**src/scalu_pkg.sv**
```systemverilog
package scalu_pkg;

  localparam int DATA_W  = 32;
  localparam int DEPTH_W = 5;
  localparam int UA_W    = 5;

  typedef struct packed {
    logic [2:0]               op;
    logic signed [DATA_W-1:0] value;
  } cmd_t;

  typedef struct packed {
    logic signed [DATA_W-1:0] result;
    logic [DEPTH_W-1:0]       depth;
    logic [1:0]               status;
  } rsp_t;

  // operation codes
  localparam logic [2:0] OP_PUSH = 3'd0;
  localparam logic [2:0] OP_POP  = 3'd1;
  localparam logic [2:0] OP_ADD  = 3'd2;
  localparam logic [2:0] OP_SUB  = 3'd3;
  localparam logic [2:0] OP_MUL  = 3'd4;
  localparam logic [2:0] OP_DIV  = 3'd5;

  // status codes
  localparam logic [1:0] ST_OK    = 2'd0;
  localparam logic [1:0] ST_OVER  = 2'd1;
  localparam logic [1:0] ST_UNDER = 2'd2;
  localparam logic [1:0] ST_DIVZ  = 2'd3;

  // microcode addresses
  localparam logic [UA_W-1:0] UA_IDLE      = 5'd0;
  localparam logic [UA_W-1:0] UA_PUSH_CHK  = 5'd1;
  localparam logic [UA_W-1:0] UA_PUSH_WR   = 5'd2;
  localparam logic [UA_W-1:0] UA_POP_CHK   = 5'd3;
  localparam logic [UA_W-1:0] UA_POP_RD    = 5'd4;
  localparam logic [UA_W-1:0] UA_POP_LD    = 5'd5;
  localparam logic [UA_W-1:0] UA_AR_CHK    = 5'd6;
  localparam logic [UA_W-1:0] UA_AR_RDB    = 5'd7;
  localparam logic [UA_W-1:0] UA_AR_LDB    = 5'd8;
  localparam logic [UA_W-1:0] UA_AR_EXEC   = 5'd9;
  localparam logic [UA_W-1:0] UA_AR_WB     = 5'd10;
  localparam logic [UA_W-1:0] UA_DIV_CHK   = 5'd11;
  localparam logic [UA_W-1:0] UA_DIV_STEP  = 5'd12;
  localparam logic [UA_W-1:0] UA_DIV_FIX   = 5'd13;
  localparam logic [UA_W-1:0] UA_ERR_OVER  = 5'd14;
  localparam logic [UA_W-1:0] UA_ERR_UNDER = 5'd15;
  localparam logic [UA_W-1:0] UA_ERR_DIVZ  = 5'd16;
  localparam logic [UA_W-1:0] UA_EMIT      = 5'd17;
  localparam logic [UA_W-1:0] UA_NOP       = 5'd18;

  // jump conditions
  typedef enum logic [3:0] {
    JC_NEXT     = 4'd0,
    JC_ALWAYS   = 4'd1,
    JC_FULL     = 4'd2,
    JC_EMPTY    = 4'd3,
    JC_LT2      = 4'd4,
    JC_DIV_OP   = 4'd5,
    JC_BZERO    = 4'd6,
    JC_DIV_BUSY = 4'd7,
    JC_WAIT_CMD = 4'd8,
    JC_WAIT_RSP = 4'd9
  } jc_t;

  typedef enum logic [1:0] {
    RD_NONE = 2'd0,
    RD_TOP  = 2'd1,
    RD_NEXT = 2'd2
  } rd_t;

  typedef enum logic [1:0] {
    WR_NONE = 2'd0,
    WR_PUSH = 2'd1,
    WR_RES  = 2'd2
  } wr_t;

  typedef enum logic [1:0] {
    CNT_HOLD = 2'd0,
    CNT_INC  = 2'd1,
    CNT_DEC  = 2'd2
  } cnt_t;

  typedef enum logic [2:0] {
    R_HOLD  = 3'd0,
    R_VALUE = 3'd1,
    R_MEM   = 3'd2,
    R_ARITH = 3'd3,
    R_QUO   = 3'd4,
    R_ZERO  = 3'd5
  } rsel_t;

  typedef enum logic [1:0] {
    DV_NONE = 2'd0,
    DV_INIT = 2'd1,
    DV_STEP = 2'd2
  } dv_t;

  typedef struct packed {
    jc_t             jc;
    logic [UA_W-1:0] tgt;
    rd_t             rd;
    wr_t             wr;
    cnt_t            cnt;
    rsel_t           rsel;
    logic            ld_a;
    logic            ld_b;
    dv_t             dv;
    logic            st_ld;
    logic [1:0]      st;
  } ucw_t;

  // control store
  function automatic ucw_t ucode(input logic [UA_W-1:0] addr);
    ucw_t w;
    w = '0;
    unique case (addr)
      UA_IDLE: begin
        w.jc = JC_WAIT_CMD;
      end
      UA_PUSH_CHK: begin
        w.jc  = JC_FULL;
        w.tgt = UA_ERR_OVER;
      end
      UA_PUSH_WR: begin
        w.jc    = JC_ALWAYS;
        w.tgt   = UA_EMIT;
        w.wr    = WR_PUSH;
        w.cnt   = CNT_INC;
        w.rsel  = R_VALUE;
        w.st_ld = 1'b1;
        w.st    = ST_OK;
      end
      UA_POP_CHK: begin
        w.jc  = JC_EMPTY;
        w.tgt = UA_ERR_UNDER;
      end
      UA_POP_RD: begin
        w.rd  = RD_TOP;
        w.cnt = CNT_DEC;
      end
      UA_POP_LD: begin
        w.jc    = JC_ALWAYS;
        w.tgt   = UA_EMIT;
        w.rsel  = R_MEM;
        w.st_ld = 1'b1;
        w.st    = ST_OK;
      end
      UA_AR_CHK: begin
        w.jc  = JC_LT2;
        w.tgt = UA_ERR_UNDER;
        w.rd  = RD_TOP;
      end
      UA_AR_RDB: begin
        w.rd   = RD_NEXT;
        w.ld_a = 1'b1;
      end
      UA_AR_LDB: begin
        w.ld_b = 1'b1;
      end
      UA_AR_EXEC: begin
        w.jc   = JC_DIV_OP;
        w.tgt  = UA_DIV_CHK;
        w.rsel = R_ARITH;
      end
      UA_AR_WB: begin
        w.jc    = JC_ALWAYS;
        w.tgt   = UA_EMIT;
        w.wr    = WR_RES;
        w.cnt   = CNT_DEC;
        w.st_ld = 1'b1;
        w.st    = ST_OK;
      end
      UA_DIV_CHK: begin
        w.jc  = JC_BZERO;
        w.tgt = UA_ERR_DIVZ;
        w.dv  = DV_INIT;
      end
      UA_DIV_STEP: begin
        w.jc  = JC_DIV_BUSY;
        w.tgt = UA_DIV_STEP;
        w.dv  = DV_STEP;
      end
      UA_DIV_FIX: begin
        w.jc   = JC_ALWAYS;
        w.tgt  = UA_AR_WB;
        w.rsel = R_QUO;
      end
      UA_ERR_OVER: begin
        w.jc    = JC_ALWAYS;
        w.tgt   = UA_EMIT;
        w.rsel  = R_ZERO;
        w.st_ld = 1'b1;
        w.st    = ST_OVER;
      end
      UA_ERR_UNDER: begin
        w.jc    = JC_ALWAYS;
        w.tgt   = UA_EMIT;
        w.rsel  = R_ZERO;
        w.st_ld = 1'b1;
        w.st    = ST_UNDER;
      end
      UA_ERR_DIVZ: begin
        w.jc    = JC_ALWAYS;
        w.tgt   = UA_EMIT;
        w.rsel  = R_ZERO;
        w.st_ld = 1'b1;
        w.st    = ST_DIVZ;
      end
      UA_EMIT: begin
        w.jc  = JC_WAIT_RSP;
        w.tgt = UA_IDLE;
      end
      UA_NOP: begin
        w.jc    = JC_ALWAYS;
        w.tgt   = UA_EMIT;
        w.rsel  = R_ZERO;
        w.st_ld = 1'b1;
        w.st    = ST_OK;
      end
      default: begin
        w.jc  = JC_ALWAYS;
        w.tgt = UA_IDLE;
      end
    endcase
    return w;
  endfunction

endpackage

```
**src/stack_calculator_alu_core.sv**
```systemverilog
// Each command runs as a microcode sequence that ends in the emit step; a divide adds
// the divide check, the shift-subtract loop and a sign fix before the write-back.
// The shift-subtract loop produces one quotient bit a step.
// One command is worked at a time by the microcode sequencer; a stalled response
// holds the sequencer in the emit step and so blocks acceptance of the next command.
// Synchronous reset empties the stack and clears the sequencer and response valid.
module stack_calculator_alu_core #(
  parameter int DEPTH = 16
) (
  input  logic            clk,
  input  logic            rst,
  input  logic            cmd_valid,
  output logic            cmd_stall,
  input  scalu_pkg::cmd_t cmd,
  output logic            rsp_valid,
  input  logic            rsp_stall,
  output scalu_pkg::rsp_t rsp
);
  import scalu_pkg::*;

  localparam int AW = (DEPTH > 1) ? $clog2(DEPTH) : 1;
  localparam int CW = $clog2(DEPTH + 1);

  logic [DATA_W-1:0] mem [DEPTH];

  logic [UA_W-1:0]   upc;
  logic [UA_W-1:0]   upc_next;
  logic [UA_W-1:0]   dispatch;
  ucw_t              uw;

  logic [2:0]        op_q;
  logic [DATA_W-1:0] val_q;
  logic [CW-1:0]     count;
  logic [CW-1:0]     cnt_m1;
  logic [CW-1:0]     cnt_m2;
  logic [DATA_W-1:0] rd_q;
  logic [DATA_W-1:0] a_q;
  logic [DATA_W-1:0] b_q;
  logic [DATA_W-1:0] res_q;
  logic [1:0]        st_q;

  logic [DATA_W-1:0] quo;
  logic [DATA_W-1:0] rem;
  logic [DATA_W-1:0] dsr;
  logic [4:0]        dcnt;
  logic [DATA_W:0]   shifted;
  logic [DATA_W:0]   diff;
  logic [DATA_W-1:0] quo_signed;
  logic [DATA_W-1:0] arith_res;

  logic              cmd_acc;
  logic              rsp_free;
  logic              full;

  assign uw        = ucode(upc);
  assign cmd_stall = (upc != UA_IDLE);
  assign cmd_acc   = cmd_valid && !cmd_stall;
  assign rsp_free  = !rsp_valid || !rsp_stall;
  assign full      = (count == CW'(DEPTH));
  assign cnt_m1    = count - CW'(1);
  assign cnt_m2    = count - CW'(2);

  always_comb begin
    case (cmd.op) inside
      OP_PUSH:                       dispatch = UA_PUSH_CHK;
      OP_POP:                        dispatch = UA_POP_CHK;
      OP_ADD, OP_SUB, OP_MUL, OP_DIV: dispatch = UA_AR_CHK;
      default:                       dispatch = UA_NOP;
    endcase
  end

  // sequencer
  always_comb begin
    upc_next = upc + UA_W'(1);
    unique case (uw.jc)
      JC_NEXT:     upc_next = upc + UA_W'(1);
      JC_ALWAYS:   upc_next = uw.tgt;
      JC_FULL:     if (full) upc_next = uw.tgt;
      JC_EMPTY:    if (count == '0) upc_next = uw.tgt;
      JC_LT2:      if (count < CW'(2)) upc_next = uw.tgt;
      JC_DIV_OP:   if (op_q == OP_DIV) upc_next = uw.tgt;
      JC_BZERO:    if (b_q == '0) upc_next = uw.tgt;
      JC_DIV_BUSY: if (dcnt != '0) upc_next = uw.tgt;
      JC_WAIT_CMD: upc_next = cmd_acc ? dispatch : upc;
      JC_WAIT_RSP: upc_next = rsp_free ? uw.tgt : upc;
      default:     upc_next = UA_IDLE;
    endcase
  end

  always_ff @(posedge clk) begin
    if (rst) begin
      upc <= UA_IDLE;
    end else begin
      upc <= upc_next;
    end
  end

  always_ff @(posedge clk) begin
    if (cmd_acc) begin
      op_q  <= cmd.op;
      val_q <= cmd.value;
    end
  end

  always_ff @(posedge clk) begin
    if (rst) begin
      count <= '0;
    end else begin
      case (uw.cnt)
        CNT_INC: count <= count + CW'(1);
        CNT_DEC: count <= cnt_m1;
        default: count <= count;
      endcase
    end
  end

  // stack memory: one write port, one registered read port
  always_ff @(posedge clk) begin
    case (uw.wr)
      WR_PUSH: mem[count[AW-1:0]] <= val_q;
      WR_RES:  mem[cnt_m2[AW-1:0]] <= res_q;
      default: ;
    endcase
  end

  always_ff @(posedge clk) begin
    case (uw.rd)
      RD_TOP:  rd_q <= mem[cnt_m1[AW-1:0]];
      RD_NEXT: rd_q <= mem[cnt_m2[AW-1:0]];
      default: ;
    endcase
  end

  always_ff @(posedge clk) begin
    if (uw.ld_a) a_q <= rd_q;
    if (uw.ld_b) b_q <= rd_q;
  end

  always_comb begin
    case (op_q)
      OP_ADD:  arith_res = a_q + b_q;
      OP_SUB:  arith_res = a_q - b_q;
      OP_MUL:  arith_res = a_q * b_q;
      default: arith_res = a_q;
    endcase
  end

  // restoring divider on magnitudes, quotient bits shift into quo
  assign shifted    = {rem, quo[DATA_W-1]};
  assign diff       = shifted - {1'b0, dsr};
  assign quo_signed = (a_q[DATA_W-1] ^ b_q[DATA_W-1]) ? (~quo + DATA_W'(1)) : quo;

  always_ff @(posedge clk) begin
    case (uw.dv)
      DV_INIT: begin
        rem  <= '0;
        quo  <= a_q[DATA_W-1] ? (~a_q + DATA_W'(1)) : a_q;
        dsr  <= b_q[DATA_W-1] ? (~b_q + DATA_W'(1)) : b_q;
        dcnt <= '1;
      end
      DV_STEP: begin
        if (!diff[DATA_W]) begin
          rem <= diff[DATA_W-1:0];
          quo <= {quo[DATA_W-2:0], 1'b1};
        end else begin
          rem <= shifted[DATA_W-1:0];
          quo <= {quo[DATA_W-2:0], 1'b0};
        end
        dcnt <= dcnt - 5'd1;
      end
      default: ;
    endcase
  end

  always_ff @(posedge clk) begin
    case (uw.rsel)
      R_VALUE: res_q <= val_q;
      R_MEM:   res_q <= rd_q;
      R_ARITH: res_q <= arith_res;
      R_QUO:   res_q <= quo_signed;
      R_ZERO:  res_q <= '0;
      default: ;
    endcase
    if (uw.st_ld) st_q <= uw.st;
  end

  // response register
  always_ff @(posedge clk) begin
    if (rst) begin
      rsp_valid <= 1'b0;
    end else if (uw.jc == JC_WAIT_RSP && rsp_free) begin
      rsp_valid <= 1'b1;
    end else if (!rsp_stall) begin
      rsp_valid <= 1'b0;
    end
  end

  always_ff @(posedge clk) begin
    if (uw.jc == JC_WAIT_RSP && rsp_free) begin
      rsp.result <= res_q;
      rsp.depth  <= DEPTH_W'(count);
      rsp.status <= st_q;
    end
  end

  a_count_bound: assert property (@(posedge clk) disable iff (rst)
    count <= CW'(DEPTH))
    else $error("stack count above depth");

  a_count_step: assert property (@(posedge clk) disable iff (rst)
    (!$past(rst) && count != $past(count)) |->
      (count == $past(count) + CW'(1) || count == $past(count) - CW'(1)))
    else $error("stack count moved by more than one");

  a_leave_idle: assert property (@(posedge clk) disable iff (rst)
    cmd_acc |=> upc != UA_IDLE)
    else $error("accepted transaction not dispatched");

  a_err_zero: assert property (@(posedge clk) disable iff (rst)
    (rsp_valid && rsp.status != ST_OK) |-> rsp.result == '0)
    else $error("error response with nonzero result");

endmodule
```
**config.mk**
```make
export PLATFORM = sky130hd
export DESIGN_NAME = stack_calculator_alu_core
export DESIGN_NICKNAME = d
export VERILOG_FILES = /design/src/scalu_pkg.sv /design/src/stack_calculator_alu_core.sv
export SDC_FILE = /design/constraint.sdc
export NUM_CORES = 2
export LEC_CHECK = 0
export ABC_AREA = 1
export BUFFER_PORTS_ARGS = -buffer_cell sky130_fd_sc_hd__buf_2
export CORE_ASPECT_RATIO = 1.4
export CORE_MARGIN = 3
export CORE_UTILIZATION = 65
export CTS_CLUSTER_SIZE = 20
export DETAILED_ROUTE_END_ITERATION = 12
export PLACE_DENSITY = 0.88
export SETUP_SLACK_MARGIN = 0.3
export SYNTH_ARGS = -nofsm -noshare
export SYNTH_HDL_FRONTEND = slang
export SYNTH_SLANG_ARGS = --single-unit
```
**constraint.sdc**
```tcl
create_clock -name clk -period 7.8 [get_ports clk]
set_input_delay 0.78 -clock clk [delete_from_list [all_inputs] [get_ports clk]]
set_output_delay 0.78 -clock clk [all_outputs]
set_load 0.005 [all_outputs]
```
* Word level (Yosys, flattened, before mapping) *
Memory sizes are Yosys's and may differ from the RTL's.
Cells that the tools add are included.

storage, ports and cells
  logic and storage cells = 159
  memories = 1
  input bits = 39
  bits in registers = 316
  output and inout port bits = 41
  bits in writable memories = 512

operators by class
  reduce and logical (&&, ||, !) cells = 27
  $mul = 1
  add/subtract/negate cells = 11
  eq/ne operators = 53
  magnitude comparators = 1
  bitwise logic cells = 4
  muxes and demuxes = 43

memories
  memory  depth  bits a word  read ports  clocked after memory_dff  wr ports  RTL line                         source
  mem     16     32           2           0                         1         stack_calculator_alu_core.sv:24  logic [DATA_W-1:0] mem [DEPTH];

operators by type and width
  cell                                                 count
  one-hot mux 32 bit (2 select lines)                  3
  one-hot mux 32 bit (5 select lines)                  1
  two-way mux 32 bit                                   4
  adder 32 x 1 -> 32 bit, second input constant        3
  inverter 32 bit                                      3
  one-hot mux 32 bit (3 select lines)                  1
  two-way mux 5 bit                                    11
  one-hot mux 5 bit (10 select lines)                  1
  equality test 5 x 4 -> 1 bit, second input constant  8
  one-hot mux 4 bit (9 select lines)                   1
  one-hot mux 5 bit (7 select lines)                   1
  subtractor 33 x 32 -> 33 bit                         1
  adder 32 bit                                         1
  zero test 32 bit                                     1
  multiplier 32 x 32 -> 32 bit                         1
  OR reduction 32 bit                                  1
  subtractor 32 bit                                    1
  two-way mux 31 bit                                   1
  equality test 5 x 3 -> 1 bit, second input constant  4
  equality test 5 bit, second input constant           4
  one-hot mux 5 bit (2 select lines)                   2
  equality test 3 x 2 -> 1 bit, second input constant  6
  equality test 3 bit, second input constant           6
  equality test 4 x 3 -> 1 bit, second input constant  4
  other kinds (33)                                     70

* Depth between registers and ports, before layout *
  depth in word-level cells = 7
  depth in mapped cells = 36
  mapped depth without buffers = 34

* Least setup slack after synthesis *
No wires, ideal clock.

  path kind = register -> register
  from = register b_q[14]
  to = register res_q[30], data pin
  cell stages (with the launch flop) = 27
  required time = 7.533 ns
  path buffers = 3
  library setup time = 0.267 ns
  data arrival time = 6.537 ns
  period minus slack after synthesis = 6.804 ns
  setup slack = 0.996 ns
  path through = edfxtp_1 -> clkbuf_1 -> clkbuf_1 -> buf_1 -> nand2_1 -> fa_1 -> inv_1 -> fa_1 -> inv_1 -> fa_1 -> fa_1 -> inv_1 -> fa_1 -> fa_1 -> fa_1 -> fa_1 -> ha_1 -> nand2_1 -> nor3_1 -> nand2_1 -> o211a_1 -> o21ai_0 -> a21oi_1 -> o21ai_0 -> nand3_1 -> nand2_1 -> nand4_1

between the ends
  longest elaborated chain between the ends = 3
  elaborated cells on any way between the ends = 5
  those cells by class = add/sub (2); mul (1); mux (2)

ends and longest elaborated chain
  element                                                     RTL line                          source
  from (decl)                                                 stack_calculator_alu_core.sv:38   logic [DATA_W-1:0] b_q;
  from (signal assigned)                                      stack_calculator_alu_core.sv:136  if (uw.ld_b) b_q <= rd_q;
  multiplier 32 x 32 -> 32 bit, or another cell as far along  stack_calculator_alu_core.sv:143  OP_MUL: arith_res = a_q * b_q;
  one-hot mux 32 bit (3 select lines) (*)                     stack_calculator_alu_core.sv:140  case (op_q)
  one-hot mux 32 bit (5 select lines) (*)                     stack_calculator_alu_core.sv:176  case (uw.rsel)
  to (signal assigned)                                        stack_calculator_alu_core.sv:177  R_VALUE: res_q <= val_q;
  to (signal assigned)                                        stack_calculator_alu_core.sv:178  R_MEM: res_q <= rd_q;
  to (signal assigned)                                        stack_calculator_alu_core.sv:179  R_ARITH: res_q <= arith_res;
  to (decl)                                                   stack_calculator_alu_core.sv:39   logic [DATA_W-1:0] res_q;

Every way passes the cells marked *; elsewhere a longest branch is shown, timed or not.
A chain may end at the register's enable or synchronous reset.

* Final worst setup path *
  from = register b_q[2]
  to = register res_q[31], data pin

The elaborated chain is that of the path after synthesis.

==> summary.txt <==
Yosys
  • Post-Synthesis Cell Area: 61200 um^2
  • Seq cells post-synth: 828
  • Post-synth top flop: edfxtp_1
  • Area leader, netlist: edfxtp_1
  • Top-area cell type share of the netlist area: 40.1%
  • Area contributors post-synth: edfxtp_1 (40%), fa_1 (13%), nand2_1 (9.1%)
  • Sequential cell area fraction in the yosys report: 40.5%
  • Async set-reset flop share out of synthesis: 0%
  • Yosys warnings: 0
  • Gate Count Post-Synth: 6900
  • Post-synth EDFFs: 817
  • Top post-synthesis cells by count: nand2_1 (1481), inv_1 (1002), edfxtp_1 (817)
  • Post-synthesis cell type count: 68
  • Most numerous cell in the Yosys netlist: nand2_1
  • Syn Area/Cell: 8.87 um^2
  • Mapped Nets: 7556

Final layout
  • Synth-to-Final Area Change: 8.32%
  • Fin util: 71.3%
  • Share of cells above drive strength 1: 8.10%
  • Fin nets: 7523

STA
  • Worst slew pin tran: 1.38 ns
  • Layout Skew: 0.0511 ns
  • Max frequency: 137 MHz
  • Final setup viols: 0
  • TNS Setup: 0 ns
  • Tmin final: 7.30 ns
  • Max-slew violation count: 0
  • Final period util: 93.6%
  • RSZ-0062 raised after global routing: yes
  • Slew HR: 8.03%
  • Hold Vio Cnt, Final: 0

Floorplan
  • Die width: 265 um
  • I/O pin count: 80
  • Die Ht: 369 um
  • Initial core utilization: 65.8%
  • Rows: 132
  • Die ar.: 97900 um^2
  • Core area: 93000 um^2

Routing
  • Via density: 6.50
  • Via count: 52900
  • DRT Pass-1 Iters: 10
  • Wl on met1: 63000 um
  • Top routing layer in use: met5
  • DRC: 0
  • DR WL met3: 23500 um
  • 1st-iter DRT viols: 7581
  • Total Wirelength: 200000 um
  • WL met2: 93900 um
  • Post-route ant nets: 0
  • Routed length per instance: 24.5 um

GRT
  • First-pass GRT wire length: 299000 um
  • Vias in the first global route: 52800
  • Total global-route track usage: 40.4%
  • Gr ovfl total: 0
  • Largest net degree at the start of global routing: 292
  • Antenna violations before repair: 7

Worst hold path
  • Hold WC Path Type: input pin to flop
  • Hold-critical path depth: 1

Worst setup path
  • RR Startpoint: b_q[2]
  • Worst R2R Path Depth: 28
  • Reg-to-Reg End: res_q[31]
  • Worst path max stage delay: 0.55 ns
  • Worst path most repeated cell: fa_1
  • CP max FO: 35
  • CP arrival: 7.71 ns
  • CP max stage cell: fa_1
  • R2R setup slack: 0.50 ns
  • CP endpoint kind: flop
  • Startpoint types: flop
  • Worst setup endpoint: res_q[31]
  • Crit path from: b_q[2]
  • WS Path Type: flop to flop
  • Required time worst endpoint: 8.21 ns

Placement
  • DP Wirelength: 140000 um
  • I/O Buffers: 79
  • Placer Congestion: 1.03

Clock tree
  • CTS root buf: clkbuf_16
  • Skew-Pair Late Insertion Delay: 0.71 ns
  • Clk pin slew, worst setup/hold paths: 0.06 ns
  • Clock Sink Count: 828
  • CTS tree: built
  • Num CTS Buffers: 81
  • CTS H-tree depth: 3
  • Bufs on Longest Clock Path: 3

Status
  • Outcome: finished, final reports clean

Run
  • Max_cap viols: 0
sequential cells by signal, indices dropped and copies added, names as in the netlist:
register   count
st_q           2
b_q           32
dsr           32
quo           32
rsp_valid      1
res_q         32
val_q         32
mem          512
a_q           32
op_q           3
rd_q          32
rsp           39
rem           32
count          5
dcnt           5
upc            5
critical path, delay by kind of cell (launching register included):
| family | cells | cell delay (ns) |
|---|---|---|
| buf+inv | 6 | 0.46 |
| flops | 1 | 0.41 |
| compound gates | 6 | 1.00 |
| simple gates | 7 | 0.70 |
| fa+ha+maj | 9 | 4.37 |
area by class of cell:
class	count	area, um^2
Tap cell	1206	1510
Clock inverter	46	493
Inverter	1022	3850
Sequential cell	828	24800
Clock buffer	100	2140
Timing Repair Buffer	299	2320
Antenna cell	6	15.0
Multi-Input combinational cell	4635	31200
Fill cell	6501	26700
layer usage:
layer | vias to the layer above | global-route usage [%]
met4 | 2 | 32.4
met1 | 24800 | 45.6
met3 | 1236 | 8.45
li1 | 23000 | -
met2 | 3862 | 66.6
met5 | - | 0
worst min-delay path by stage:
| stage | to | slack (ns) | start |
|---|---|---|---|
| after floorplan | rsp[0] | 0.40 | st_q[0] |
| after global placement | rsp[1] | 0.41 | st_q[1] |
| after detailed placement | rsp[0] | 0.42 | st_q[0] |
| after CTS | val_q[3] | 0.22 | cmd[3] |
| after global routing | val_q[3] | 0.25 | cmd[3] |
| final | val_q[3] | 0.26 | cmd[3] |
cell usage in the layout, fill, tap and decap left out, types with 79 or more instances in the layout:
cell type	count
nand3_1	202
o21ai_0	577
o211ai_1	126
inv_1	999
ha_1	200
clkbuf_16	81
buf_4	198
a21oi_1	287
nor2_1	570
buf_2	79
fa_1	410
nand2_1	1480
o221ai_1	165
edfxtp_1	817
logic make-up after synthesis:
family | share of synthesized area [%]
compound gates | 13.9
xor+xnor | 1.39
fa+ha+maj | 17.6
buf+inv | 8.99
flops | 40.5
mux | 1.05
simple gates | 16.6
through the flow:
stage / hold WS [ns] / cell area (um^2) / instances / worst slack [ns]
3_5_place_dp: 0.415 / 63000 / 7932 / 0.462
5_1_grt: 0.247 / 66300 / 8136 / 0.286
2_1_floorplan: 0.400 / 61200 / 6900 / 0.996
6_report: 0.255 / 66300 / 8142 / 0.496
4_1_cts: 0.222 / 65700 / 8078 / 0.410
3_3_place_gp: 0.410 / 63000 / 7932 / 0.575
what timing repair did:
action,CTS,global route
resized for setup,0,3
setup endpoints to repair,0,16
buffers inserted,0,58
hold buffers,0,0
Power is not shown: default switching activity piles up to over one toggle a cycle in this logic, so the estimate is an artifact.
